## src/cdes_pkg.sv

```systemverilog
// ----------------------------------------------------------------------------
// cdes_pkg
// Shared widths, constants and the month offset table for the civil date to
// epoch seconds converter.
// ----------------------------------------------------------------------------
package cdes_pkg;

  // Field widths
  localparam int YEAR_W   = 12;
  localparam int MONTH_W  = 4;
  localparam int DAY_W    = 5;
  localparam int HOUR_W   = 5;
  localparam int MINUTE_W = 6;
  localparam int SECOND_W = 6;
  localparam int EPOCH_W  = 32;

  // Packed input is 38 bits, padded to whole bytes
  localparam int IN_BITS   = YEAR_W + MONTH_W + DAY_W + HOUR_W + MINUTE_W + SECOND_W;
  localparam int S_TDATA_W = ((IN_BITS + 7) / 8) * 8;
  localparam int M_TDATA_W = ((EPOCH_W + 7) / 8) * 8;

  // Internal widths
  localparam int SHYEAR_W = 13;  // shifted year plus one era, 399..4495
  localparam int MOFS_W   = 9;   // day offset of month start, 0..367
  localparam int TOD_W    = 17;  // time of day in seconds, below 2^17
  localparam int BASE_W   = 22;  // days before century corrections
  localparam int Q100_W   = 6;   // shifted year / 100, 0..44

  // Arithmetic constants
  localparam logic [SHYEAR_W-1:0] YEARS_PER_ERA = 13'd400;
  localparam logic [SHYEAR_W-1:0] DAYS_PER_YEAR = 13'd365;
  // Reciprocal of 100: (y * 5243) >> 19 is exact for y below 4496
  localparam logic [SHYEAR_W-1:0] RECIP_100     = 13'd5243;
  localparam int                  RECIP_SHIFT   = 19;
  // 719468 epoch shift + 146097 for the added era + 1 for the day-of-month base
  localparam logic [EPOCH_W-1:0]  DAY_BIAS      = 32'd865566;
  localparam logic [EPOCH_W-1:0]  SECS_PER_DAY  = 32'd86400;
  localparam logic [TOD_W-1:0]    SECS_PER_HOUR = 17'd3600;
  localparam logic [TOD_W-1:0]    SECS_PER_MIN  = 17'd60;

  // Days from March 1 to the first of the month, (153 * mp + 2) / 5,
  // with January and February (and month zero) as months of the prior year.
  function automatic logic [MOFS_W-1:0] month_offset(input logic [MONTH_W-1:0] mo);
    logic [MOFS_W-1:0] ofs;
    case (mo)
      4'd0:    ofs = 9'd275;
      4'd1:    ofs = 9'd306;
      4'd2:    ofs = 9'd337;
      4'd3:    ofs = 9'd0;
      4'd4:    ofs = 9'd31;
      4'd5:    ofs = 9'd61;
      4'd6:    ofs = 9'd92;
      4'd7:    ofs = 9'd122;
      4'd8:    ofs = 9'd153;
      4'd9:    ofs = 9'd184;
      4'd10:   ofs = 9'd214;
      4'd11:   ofs = 9'd245;
      4'd12:   ofs = 9'd275;
      4'd13:   ofs = 9'd306;
      4'd14:   ofs = 9'd337;
      4'd15:   ofs = 9'd367;
      default: ofs = 9'd0;
    endcase
    return ofs;
  endfunction

endpackage

```

## src/civil_date_to_epoch_seconds.sv

```systemverilog
// ----------------------------------------------------------------------------
// civil_date_to_epoch_seconds
// Converts a calendar timestamp to Unix epoch seconds, four-stage pipeline.
// ----------------------------------------------------------------------------
// Takes one timestamp per transfer and returns the seconds since 1970-01-01
// 00:00:00 UTC, modulo 2^32, using the proleptic Gregorian days-from-civil
// method. A new timestamp can be taken every cycle unless the pipeline is full
// and the output stalled; each result passes through one register per
// pipeline stage (month table and time of day, year scaling, century
// correction, 86400 scaling) before it is valid on the output. Every stage
// has its own valid bit and only holds when the stage after it is full and
// stalled, so bubbles are squeezed out under backpressure. The block has no
// state beyond the pipeline and no configuration.
module civil_date_to_epoch_seconds
  import cdes_pkg::*;
(
  input  logic                 clk,
  input  logic                 rst,
  // Input stream
  input  logic                 s_tvalid,
  output logic                 s_tready,
  // [11:0] year, [15:12] month, [20:16] day, [25:21] hour,
  // [31:26] minute, [37:32] second, [39:38] zero
  input  logic [S_TDATA_W-1:0] s_tdata,
  // Output stream
  output logic                 m_tvalid,
  input  logic                 m_tready,
  // [31:0] epoch_seconds
  output logic [M_TDATA_W-1:0] m_tdata
);

  // Input field split
  logic [YEAR_W-1:0]   year;
  logic [MONTH_W-1:0]  month;
  logic [DAY_W-1:0]    day;
  logic [HOUR_W-1:0]   hour;
  logic [MINUTE_W-1:0] minute;
  logic [SECOND_W-1:0] second;

  assign year   = s_tdata[11:0];
  assign month  = s_tdata[15:12];
  assign day    = s_tdata[20:16];
  assign hour   = s_tdata[25:21];
  assign minute = s_tdata[31:26];
  assign second = s_tdata[37:32];

  // Per-stage valid and ready
  logic s1_valid, s2_valid, s3_valid, s4_valid;
  logic s1_ready, s2_ready, s3_ready, s4_ready;

  assign s4_ready = ~s4_valid | m_tready;
  assign s3_ready = ~s3_valid | s4_ready;
  assign s2_ready = ~s2_valid | s3_ready;
  assign s1_ready = ~s1_valid | s2_ready;
  assign s_tready = s1_ready;

  // Stage 1: shifted year, month offset, day, time of day
  logic [SHYEAR_W-1:0] s1_year;
  logic [MOFS_W-1:0]   s1_mofs;
  logic [DAY_W-1:0]    s1_day;
  logic [TOD_W-1:0]    s1_tod;
  logic                early_month;

  assign early_month = (month <= 4'd2);

  always_ff @(posedge clk) begin
    if (rst) begin
      s1_valid <= 1'b0;
    end else if (s1_ready) begin
      s1_valid <= s_tvalid;
    end
  end

  always_ff @(posedge clk) begin
    if (s1_ready && s_tvalid) begin
      // one era added keeps the year non-negative for floor division
      s1_year <= SHYEAR_W'(year) + YEARS_PER_ERA - SHYEAR_W'(early_month);
      s1_mofs <= month_offset(month);
      s1_day  <= day;
      s1_tod  <= TOD_W'(hour) * SECS_PER_HOUR + TOD_W'(minute) * SECS_PER_MIN
               + TOD_W'(second);
    end
  end

  // Stage 2: year * 365 plus leap days every four years, month offset and day, century quotient
  logic [BASE_W-1:0]     s2_base;
  logic [Q100_W-1:0]     s2_q100;
  logic [TOD_W-1:0]      s2_tod;
  logic [2*SHYEAR_W-1:0] q100_prod;

  assign q100_prod = (2*SHYEAR_W)'(s1_year) * (2*SHYEAR_W)'(RECIP_100);

  always_ff @(posedge clk) begin
    if (rst) begin
      s2_valid <= 1'b0;
    end else if (s2_ready) begin
      s2_valid <= s1_valid;
    end
  end

  always_ff @(posedge clk) begin
    if (s2_ready && s1_valid) begin
      s2_base <= BASE_W'(s1_year) * BASE_W'(DAYS_PER_YEAR)
               + BASE_W'(s1_year[SHYEAR_W-1:2])
               + BASE_W'(s1_mofs) + BASE_W'(s1_day);
      s2_q100 <= q100_prod[RECIP_SHIFT +: Q100_W];
      s2_tod  <= s1_tod;
    end
  end

  // Stage 3: century corrections and epoch bias, day count mod 2^32
  logic [EPOCH_W-1:0] s3_days;
  logic [TOD_W-1:0]   s3_tod;

  always_ff @(posedge clk) begin
    if (rst) begin
      s3_valid <= 1'b0;
    end else if (s3_ready) begin
      s3_valid <= s2_valid;
    end
  end

  always_ff @(posedge clk) begin
    if (s3_ready && s2_valid) begin
      s3_days <= EPOCH_W'(s2_base) - EPOCH_W'(s2_q100)
               + EPOCH_W'(s2_q100[Q100_W-1:2]) - DAY_BIAS;
      s3_tod  <= s2_tod;
    end
  end

  // Stage 4: scale to seconds and add time of day
  logic [EPOCH_W-1:0] s4_secs;

  always_ff @(posedge clk) begin
    if (rst) begin
      s4_valid <= 1'b0;
    end else if (s4_ready) begin
      s4_valid <= s3_valid;
    end
  end

  always_ff @(posedge clk) begin
    if (s4_ready && s3_valid) begin
      s4_secs <= s3_days * SECS_PER_DAY + EPOCH_W'(s3_tod);
    end
  end

  assign m_tvalid = s4_valid;
  assign m_tdata  = M_TDATA_W'(s4_secs);

endmodule

```

## config.mk

```make
export PLATFORM = sky130hd
export DESIGN_NAME = civil_date_to_epoch_seconds
export DESIGN_NICKNAME = d
export VERILOG_FILES = /design/src/cdes_pkg.sv /design/src/civil_date_to_epoch_seconds.sv
export SDC_FILE = /design/constraint.sdc
export NUM_CORES = 1
export LEC_CHECK = 0
export ABC_AREA = 1
export ABC_CLOCK_PERIOD_IN_PS = 4600
export BUFFER_PORTS_ARGS = -buffer_cell sky130_fd_sc_hd__buf_2
export CORE_MARGIN = 2
export CORE_UTILIZATION = 35
export CTS_BUF_LIST = sky130_fd_sc_hd__clkbuf_8
export CTS_CLUSTER_SIZE = 12
export DETAILED_ROUTE_END_ITERATION = 8
export RECOVER_POWER = 100
export SLEW_MARGIN = 20
export SYNTH_ARGS = -nofsm -noshare
export SYNTH_HDL_FRONTEND = slang
export SYNTH_SLANG_ARGS = --single-unit
```

## constraint.sdc

```tcl
create_clock -name clk -period 4.6 [get_ports clk]
set_input_delay 0.23 -clock clk [delete_from_list [all_inputs] [get_ports clk]]
set_output_delay 0.23 -clock clk [all_outputs]
set_load 0.01 [all_outputs]
```

## Word level (Yosys, flattened, before mapping)

Memories as Yosys holds them, arrays and structs flattened. A register that Yosys moved wholly into a read port is not among the register bits.
Cells that the tools add are included.

- Bitwise gates (word level): 8
- Reductions and logical operators: 4
- Add/subtract/negate cells: 11
- Order comparisons: 1
- Multiply operators: 5

Operators by type and width:

| operator | count |
|---|---|
| $add 32x17->32 | 1 |
| $mul 32x10->25 const B | 1 |
| $mul 13x13->25 const B | 1 |
| $sub 24x21->25 const B | 1 |
| $add 23x5->24 | 1 |
| $sub 22x6->23 | 1 |
| $add 22x11->22 | 1 |
| $add 22x5->22 | 1 |
| $add 22x9->22 | 1 |
| $mul 13x9->22 const B | 1 |
| $add 17x12->17 | 1 |
| $add 17x6->17 | 1 |
| $add 12x9->13 const B | 1 |
| $mul 5x8->13 const B | 1 |
| $sub 13x1->13 | 1 |
| $mul 6x4->10 const B | 1 |
| $le 4x2->1 const B | 1 |
| $logic_and 1x1->1 | 4 |
| $not 1->1 | 4 |
| $or 1x1->1 | 4 |

- Bits in read-only memories: 144
- Memories: 1
- Register bits: 165
- Input bits: 44

Memory list:

| name | depth | width | rd ports | clocked after Yosys merged registers in | write ports | RTL line | source |
|---|---|---|---|---|---|---|---|
| (name not given) | 16 | 9 | 1 | 1 | 0 | cdes_pkg.sv:45 | `case (mo)` |

## Longest topological paths before layout

Gate-level depths: netlist of run 1.

- Depth after elaboration: 6
- Gate-level depth with buffers: 31

## Worst setup path after synthesis of run 1

No wires, ideal clock.

- Path kind: register to register
- From: reg s3_days[1]
- To: reg s4_secs[29] (netlist: m_tdata[29]) (data pin)
- Setup slack: -0.257 ns
- Period minus slack after synthesis: 4.857 ns
- Cell stages (with the launch flop): 30
- Path buffers: 0
- Library setup time: 0.249 ns
- Arrival time: 4.608 ns
- Path through: edfxtp_1 ha_1 inv_1 fa_1 inv_1 ha_1 inv_1 fa_1 inv_1 ha_1 nand2_1 inv_1 nand2_2 inv_1 nand2_1 nand2_1 xor2_1 ha_1 nand2_1 nor2_1 and3_1 nor2_1 nor2_2 nand2_2 nor2_4 nand3_2 nor2_4 nand4_1 nand2_1 inv_1

- Cells in the longest elaborated chain, start to end: 2

RTL lines:

| what | RTL line | source |
|---|---|---|
| from (decl) | civil_date_to_epoch_seconds.sv:112 | `logic [EPOCH_W-1:0] s3_days;` |
| from (signal assigned) | civil_date_to_epoch_seconds.sv:125 | `s3_days <= EPOCH_W'(s2_base) - EPOCH_W'(s2_q100)` |
| $mul 32x10->25 | civil_date_to_epoch_seconds.sv:144 | `s4_secs <= s3_days * SECS_PER_DAY + EPOCH_W'(s3_tod);` |
| $add 32x17->32 | civil_date_to_epoch_seconds.sv:144 |  |
| to (signal assigned) | civil_date_to_epoch_seconds.sv:144 |  |
| to (decl) | civil_date_to_epoch_seconds.sv:132 | `logic [EPOCH_W-1:0] s4_secs;` |

No other way between the ends.
A chain may end at the register's enable or synchronous reset.

## Final worst setup path of run 1

- From: reg s3_days[3]
- To: reg s4_secs[25] (netlist: m_tdata[25]) (data pin)

The elaborated chain is that of the path after synthesis.

==> out/metrics.cfg, run 1 <==
[clocking]
clock_path_buffers = 2
h-tree-depth = 4
cts.clk_slew.worst_paths_ns = 0.10
cts_tree = yes
cts.sinks = 167
cts_made_buffers = 17
cts-root-buf = clkbuf_8
clk_latency_ns = 0.49

[grt]
grt.overflow.total = 0
grt_max_degree = 46
grt_usage_pct = 15.6
first_global_vias = 15200
antenna_found_initial = 0
grt_pass1_wl_mm = 72.9

[drt]
wire_per_inst_um = 13.5
ant_nets = 0
drt_iter0_drc = 505
viasPerCell = 4.53
vias = 14800
highest_layer = met4
wl_met2_mm = 22.4
dr.pass1.iters = 4
wl_met3_um = 997
met1_length_mm = 19.5
drc = 0
wl_mm = 44.3

[floorplan]
die_w_um = 241
io-pin-count = 78
start_util_pct = 35.6
fp.dieH_um = 241
fp-row-count = 86
dieArea_um2 = 58200
core_area_um2 = 55300

[worst_setup_path]
path_max_fanout = 3
worstSetupPathType = reg -> reg
cp-start-kind = register
arrival_ns = 4.94
worst_ep_required_time_ns = 4.85
crit_path_max_incr_delay_ns = 0.48
endpoint_kind = register
cp_slowest_cell = edfxtp_1
startpoint = s3_days[3]
worstReg2RegStart = s3_days[3]
crit_chain = ha_4, inv_4, fa_1, inv_1, ha_1, inv_2, fa_1, inv_2, ha_4, buf_4, buf_4, xor2_1, ha_1, nand2_2, nor2_4, and3_4, nor2_4, nor2_4, nand2_2, nor2_4, nand3_4, buf_4, buf_6, xnor2_1
cpMostUsedCell = nor2_4

[synth]
ys_types = 46
synth_top_area_share_pct = 24.9
synth_fp_nets = 2726
synth.most_common_cell = inv_1
synth_cells = 2181
synth_area_leaders = edfxtp_1 (25%), ha_1 (20%), fa_1 (18%)
async_flop_share_pct = 0
seq_area_frac_synth_pct = 25.3
synth_area_per_cell_um2 = 9.03
synth_edf_count = 163
synth-seq-cells = 167
ys_top_cells_by_count = inv_1 (514), nand2_1 (367), ha_1 (320)
yosysTopAreaCell = edfxtp_1
syn-cell-area_um2 = 19700
ys_warn_count = 0
synthFlopType = edfxtp_1

[sta]
finalCriticalPeriod_ns = 4.70
setup_ws_ns = -0.0959
hold_violations = 0
finalSetupViolations = 8
finalCritPeriodShare_pct = 102
fmax_mhz = 213
drv_slew = 150
worstMarginPinSlew_ns = 2.28
clock_skew_ns = 0.0184
maxSlewHeadroom_pct = -52.0
hold_slack_ns = 0.0238
rsz0062_at_grt = true

[place]
post-dp-hpwl_mm = 38.3
port_buffers = 75
gp_congestion = 0.904

[layout]
diodes = 0
nets = 3060
drive_above_1_share_pct = 20.3
syn_to_final_growth_pct = 23.1

[worst_hold_path]
hold_start = s_tvalid
hp-class = in -> reg

[outcome]
failed_checks = capacitance limit, slew limit, setup timing
outcome = finished, violations left

[run]
maxCapViolations = 4

-- through the flow --
step | setup TNS [ns] | setup WS, ns | instance area (um^2) | utilization [%] | cells
6_report | -0.399 | -0.0959 | 24200 | 43.8 | 3275
5_1_grt | -3.94 | -0.355 | 24200 | 43.8 | 3275
4_1_cts | -0.215 | -0.0518 | 23600 | 42.6 | 3257
3_5_place_dp | -1.52 | -0.182 | 22600 | 40.8 | 3198
3_3_place_gp | -0.666 | -0.113 | 22600 | 40.8 | 3198
2_1_floorplan | 0 | 0.0135 | 19800 | - | 2181
-- worst max-delay path, delay by kind of cell (launching register included) --
family,cells,cell delay [ns]
AND/OR/NAND/NOR,8,0.89
buffers and inverters,8,0.66
adder cells (fa/ha/maj),6,2.14
flip-flops,1,0.48
XOR/XNOR,2,0.28
-- state kept, by name, summed over array words and instances, names as in the netlist --
register,count
m_tdata,32
s3_days,25
s2_base,22
s1_tod,17
s2_tod,17
s3_tod,17
s1_year,13
s1_mofs,9
s2_q100,6
s1_day,5
m_tvalid,1
s1_valid,1
s2_valid,1
s3_valid,1
-- cell usage in the layout (no fill, tap or decap), types with 35 or more instances in the layout --
cell and instances:
nand3_1 87, nor2_1 96, ha_4 40, buf_2 36, inv_1 490, nand2_1 338, xor2_1 83, a21oi_1 75
fa_1 178, ha_1 276, xnor2_1 35, edfxtp_1 163, nand2_2 40, buf_4 203, clkbuf_1 47
-- logic make-up after synthesis --
logic type / count (synthesis) / share of synthesized area [%]
adder cells (fa/ha/maj): 501 / 38.7
AO/OA/AOI/OAI: 186 / 5.28
buffers and inverters: 524 / 9.99
flip-flops: 167 / 25.3
XOR/XNOR: 121 / 5.38
AND/OR/NAND/NOR: 682 / 15.3
-- final timing paths --
kind	endpoint	slack (ns)	depth (start not counted)
max	m_tdata[25]	-0.1	24
min	s1_valid	0.02	3
max reg2reg	m_tdata[25]	-0.1	24
min reg2reg	m_tdata[4]	0.42	0
-- cell type report --
class	count	area [um^2]
Clock inverter	14	193
Tap cell	748	936
Fill cell	5425	31100
Inverter	523	1970
Multi-Input combinational cell	1490	13700
Sequential cell	167	4970
Timing Repair Buffer	316	2210
Clock buffer	17	234
-- per-layer routing --
metal	vias up	global-route usage [%]
met3	55	2.08
li1	7619	-
met4	0	5.37
met1	6982	19.2
met5	-	0
met2	172	28.2
-- what timing repair did --
action / CTS / global route
endpoints found under the setup margin: 18 / 32
pin swaps: 43 / 91
gates resized for setup: 62 / 147
buffers inserted: 20 / 21
hold buffers: 9 / 0
hold endpoints to repair: 11 / 0
Power of run 1 is not shown: default switching activity piles up to over one toggle a cycle in this logic, so the estimate is an artifact.
==> run 2, diff against run 1 <==
--- a/config.mk
+++ b/config.mk
@@ -14,4 +14,5 @@
 export CTS_CLUSTER_SIZE = 12
 export DETAILED_ROUTE_END_ITERATION = 8
+export GPL_TIMING_DRIVEN = 0
 export RECOVER_POWER = 100
 export SLEW_MARGIN = 20
==> constraint.sdc (replaced) <==
create_clock -name clk -period 4.6 [get_ports clk]
set_input_delay 0.69 -clock clk [delete_from_list [all_inputs] [get_ports clk]]
set_output_delay 0.69 -clock clk [all_outputs]
set_load 0.01 [all_outputs]
==> out/metrics.cfg, run 2 (synthesized netlist as in run 1, its figures left out) <==
[clocking]
clock_path_buffers = 2
cts_made_buffers = 17
cts-root-buf = clkbuf_8
cts.sinks = 167
cts.clk_slew.worst_paths_ns = 0.11
clk_latency_ns = 0.53
h-tree-depth = 4
cts_tree = yes

[worst_setup_path]
crit_path_max_incr_delay_ns = 0.49
startpoint = s3_days[1]
cp-start-kind = register
cp_slowest_cell = fa_1
arrival_ns = 5.07
cpMostUsedCell = nor2_4
endpoint_kind = register
path_max_fanout = 5
worst_ep_required_time_ns = 4.89
worstPathBufferInverterCount = 7
worstReg2RegStart = s3_days[1]
worstSetupPathType = reg -> reg
crit_family = adder cells

[sta]
maxSlewHeadroom_pct = -26.5
fmax_mhz = 209
worstMarginPinSlew_ns = 1.90
rsz0062_at_grt = true
hold_violations = 0
finalSetupViolations = 11
finalCritPeriodShare_pct = 104
setup_ws_ns = -0.181
drv_slew = 75
clock_skew_ns = 0.0255
finalCriticalPeriod_ns = 4.78

[place]
place_ws_ns = -0.592
postPlaceCellArea_um2 = 21200
post-dp-hpwl_mm = 35.6
dp.cells = 3008
port_buffers = 75
gp_congestion = 0.884

[grt]
grt.overflow.total = 0
grt_usage_pct = 15.7
grt_max_degree = 38
first_global_vias = 14800
antenna_found_initial = 1
grt_pass1_wl_mm = 71.9

[layout]
largest_reg_flops = 32
stdcell_count = 3180
final_cell_mix = inv_1 (480), nand2_1 (326), ha_1 (256), fa_1 (172), edfxtp_1 (163)
fin_area_um2 = 23800
nets = 2963
drive_above_1_share_pct = 19.4
syn_to_final_growth_pct = 20.9
fillerInstances = 5400
final_common_cell = inv_1
finalCoreUtilization_pct = 43.0

[drt]
ant_nets = 0
wl_mm = 44.2
drc = 0
drt_iter0_drc = 578
dr.pass1.iters = 5
viasPerCell = 4.57
wire_per_inst_um = 13.9
vias = 14500

[floorplan]
fp.dieH_um = 241
core_area_um2 = 55300
dieArea_um2 = 58200
start_util_pct = 35.6
die_w_um = 241
io-pin-count = 78
fp-row-count = 86

[run]
maxCapViolations = 3

[outcome]
outcome = finished, violations left
failed_checks = capacitance limit, slew limit, setup timing

[worst_hold_path]
hp-class = in -> reg
hold_start = s_tdata[17]

## run 2: through the flow
stage / TNS, ns / hold WS (ns)
floorplan: 0 / 0.400
global placement: -8.59 / 0.404
detailed placement: -10.10 / 0.405
CTS: -0.544 / 0.278
global route: -4.91 / 0.292
finish: -0.927 / 0.344
## run 2: timing repair
item	CTS	global route
setup endpoints to repair	30	27
setup buffers	108	35
gates resized for setup	160	131
hold buffers	0	0
pin swaps	103	72
## run 2: metal layers
metal	up-vias	wire length (um)	track usage [%]
li1	7430	-	-
met1	6889	19400	19.1
met2	175	22300	27.8
met3	52	1050	2.53
met4	0	1400	6.17
met5	-	0	0
## run 2: final timing paths
kind,to,slack [ns],depth (start not counted)
max reg2reg,m_tdata[29],-0.18,29
max,m_tdata[29],-0.18,29
min reg2reg,s3_tod[15],0.42,0
min,s1_day[1],0.34,1
## run 2: layout make-up
| cell class | instances | area [um^2] | area share (%) |
|---|---|---|---|
| diodes | 1 | 2.50 | 0.0105 |
| flip-flops and latches | 167 | 4970 | 20.9 |
| clock buffers | 17 | 234 | 0.983 |
| inverters | 523 | 1970 | 8.29 |
| well taps | 748 | 936 | 3.93 |
| repair buffers | 218 | 1460 | 6.13 |
| plain buffers | 1 | 3.75 | 0.0158 |
| multi-input cells | 1490 | 14000 | 58.9 |
| clock inverters | 15 | 206 | 0.868 |
Power of run 2 is left out for the same reason.
==> run 3, diff against run 2 <==
Settings changed: BUFFER_PORTS_ARGS -buffer_cell sky130_fd_sc_hd__buf_2 to -buffer_cell sky130_fd_sc_hd__buf_4.
==> out/metrics.cfg, run 3 (synthesized netlist as in run 1, its figures left out) <==
[layout]
final_common_cell = inv_1
nets = 2954
regArea_um2 = 4970
drive_above_1_share_pct = 19.4
multiInputGateArea_um2 = 14100
syn_to_final_growth_pct = 21.3
fillerInstances = 5422
final_cell_mix = inv_1 (484), nand2_1 (314), ha_1 (260), fa_1 (178), edfxtp_1 (163)
stdcell_count = 3171
largest_reg_flops = 32

[clocking]
cts_hold_buf = 0
cts.clk_slew.worst_paths_ns = 0.12
h-tree-depth = 4
clk_latency_ns = 0.55
cts_made_buffers = 17
cts.sinks = 167
cts-root-buf = clkbuf_8
clock_path_buffers = 2
cts_tree = yes

[place]
port_buffers = 75
place_ws_ns = -0.533
dp.cells = 3008
post-dp-hpwl_mm = 35.9
gp_congestion = 0.877

[sta]
drv_slew = 106
fmax_mhz = 212
hold_violations = 0
finalSetupViolations = 16
hold_slack_ns = 0.343
clock_skew_ns = 0.0344
maxSlewHeadroom_pct = -31.5
setup_ws_ns = -0.120
finalCriticalPeriod_ns = 4.72
rsz0062_at_grt = true
finalCritPeriodShare_pct = 103
worstMarginPinSlew_ns = 1.97

[worst_setup_path]
cpMostUsedCell = nor2_4
path_max_fanout = 5
startpoint = s3_days[1]
worstReg2RegStart = s3_days[1]
worst_ep_required_time_ns = 4.90
endpoint_kind = register
crit_path_max_incr_delay_ns = 0.49
cp_slowest_cell = edfxtp_1
worstSetupPathType = reg -> reg
cp-start-kind = register
arrival_ns = 5.02
regToRegSetupSlack_ns = -0.12

[drt]
viasPerCell = 4.59
wire_per_inst_um = 13.8
drc = 0
vias = 14600
wl_mm = 43.8
dr.pass1.iters = 5
ant_nets = 0
drt_iter0_drc = 534

[outcome]
outcome = finished, violations left
failed_checks = capacitance limit, slew limit, setup timing

[grt]
antenna_found_initial = 1
grt_usage_pct = 15.5
grt_pass1_wl_mm = 71.2
grt.overflow.total = 0
first_global_vias = 14700
grt_max_degree = 38

[worst_hold_path]
hp-class = in -> reg
hold_start = rst

[floorplan]
fp.dieH_um = 241
io-pin-count = 78
fp-row-count = 86
core_area_um2 = 55300
start_util_pct = 35.6
dieArea_um2 = 58200
die_w_um = 241

[run]
maxCapViolations = 3

run 3: changes by cell type in the layout (fill, tap and decap cells not counted), moves of 7 or more:
cell	change
nand2_2	+7
nand2_1	-12
buf_2	-36
buf_4	+24
run 3: final timing paths:
check / cells past startpoint / to
min: 2 / s1_valid
max reg2reg: 29 / m_tdata[29]
min reg2reg: 0 / m_tdata[2]
max: 29 / m_tdata[29]
run 3: final cells by class:
cell class | count | share of cell area (%)
multi-input cells | 1490 | 59.1
flip-flops and latches | 167 | 20.8
inverters | 523 | 8.28
repair buffers | 209 | 6.20
well taps | 748 | 3.92
clock buffers | 17 | 0.980
clock inverters | 15 | 0.676
plain buffers | 1 | 0.0157
diodes | 1 | 0.0105
run 3: critical path: cells and delay by family, from the launching register on:
family        cells  cell delay, ns
simple gates     15            1.41
xor+xnor          1            0.15
buf+inv           7            0.31
flops             1            0.49
fa+ha+maj         6            2.09
run 3: routing by layer:
metal	vias to the layer above	part of all wire (%)	track usage, %	wire, um
li1	7396	-	-	-
met1	6881	44	18.7	19300
met2	203	50	27.3	21800
met4	0	3.9	6.34	1690
met3	71	2.5	2.53	1100
met5	-	0	0	0
run 3: stage by stage:
step	TNS, ns	util, %	area [um^2]
floorplan	0	-	19800
global placement	-8.52	38.5	21300
detailed placement	-9.44	38.7	21400
CTS	-0.727	41.6	23000
global route	-5.07	43.2	23900
finish	-0.894	43.2	23900
run 3: timing repair:
| action | in CTS | in global routing |
|---|---|---|
| resized for setup | 120 | 195 |
| setup endpoints to repair | 30 | 29 |
| pin swaps | 69 | 114 |
| setup buffers | 87 | 46 |
Power of run 3 is left out for the same reason.
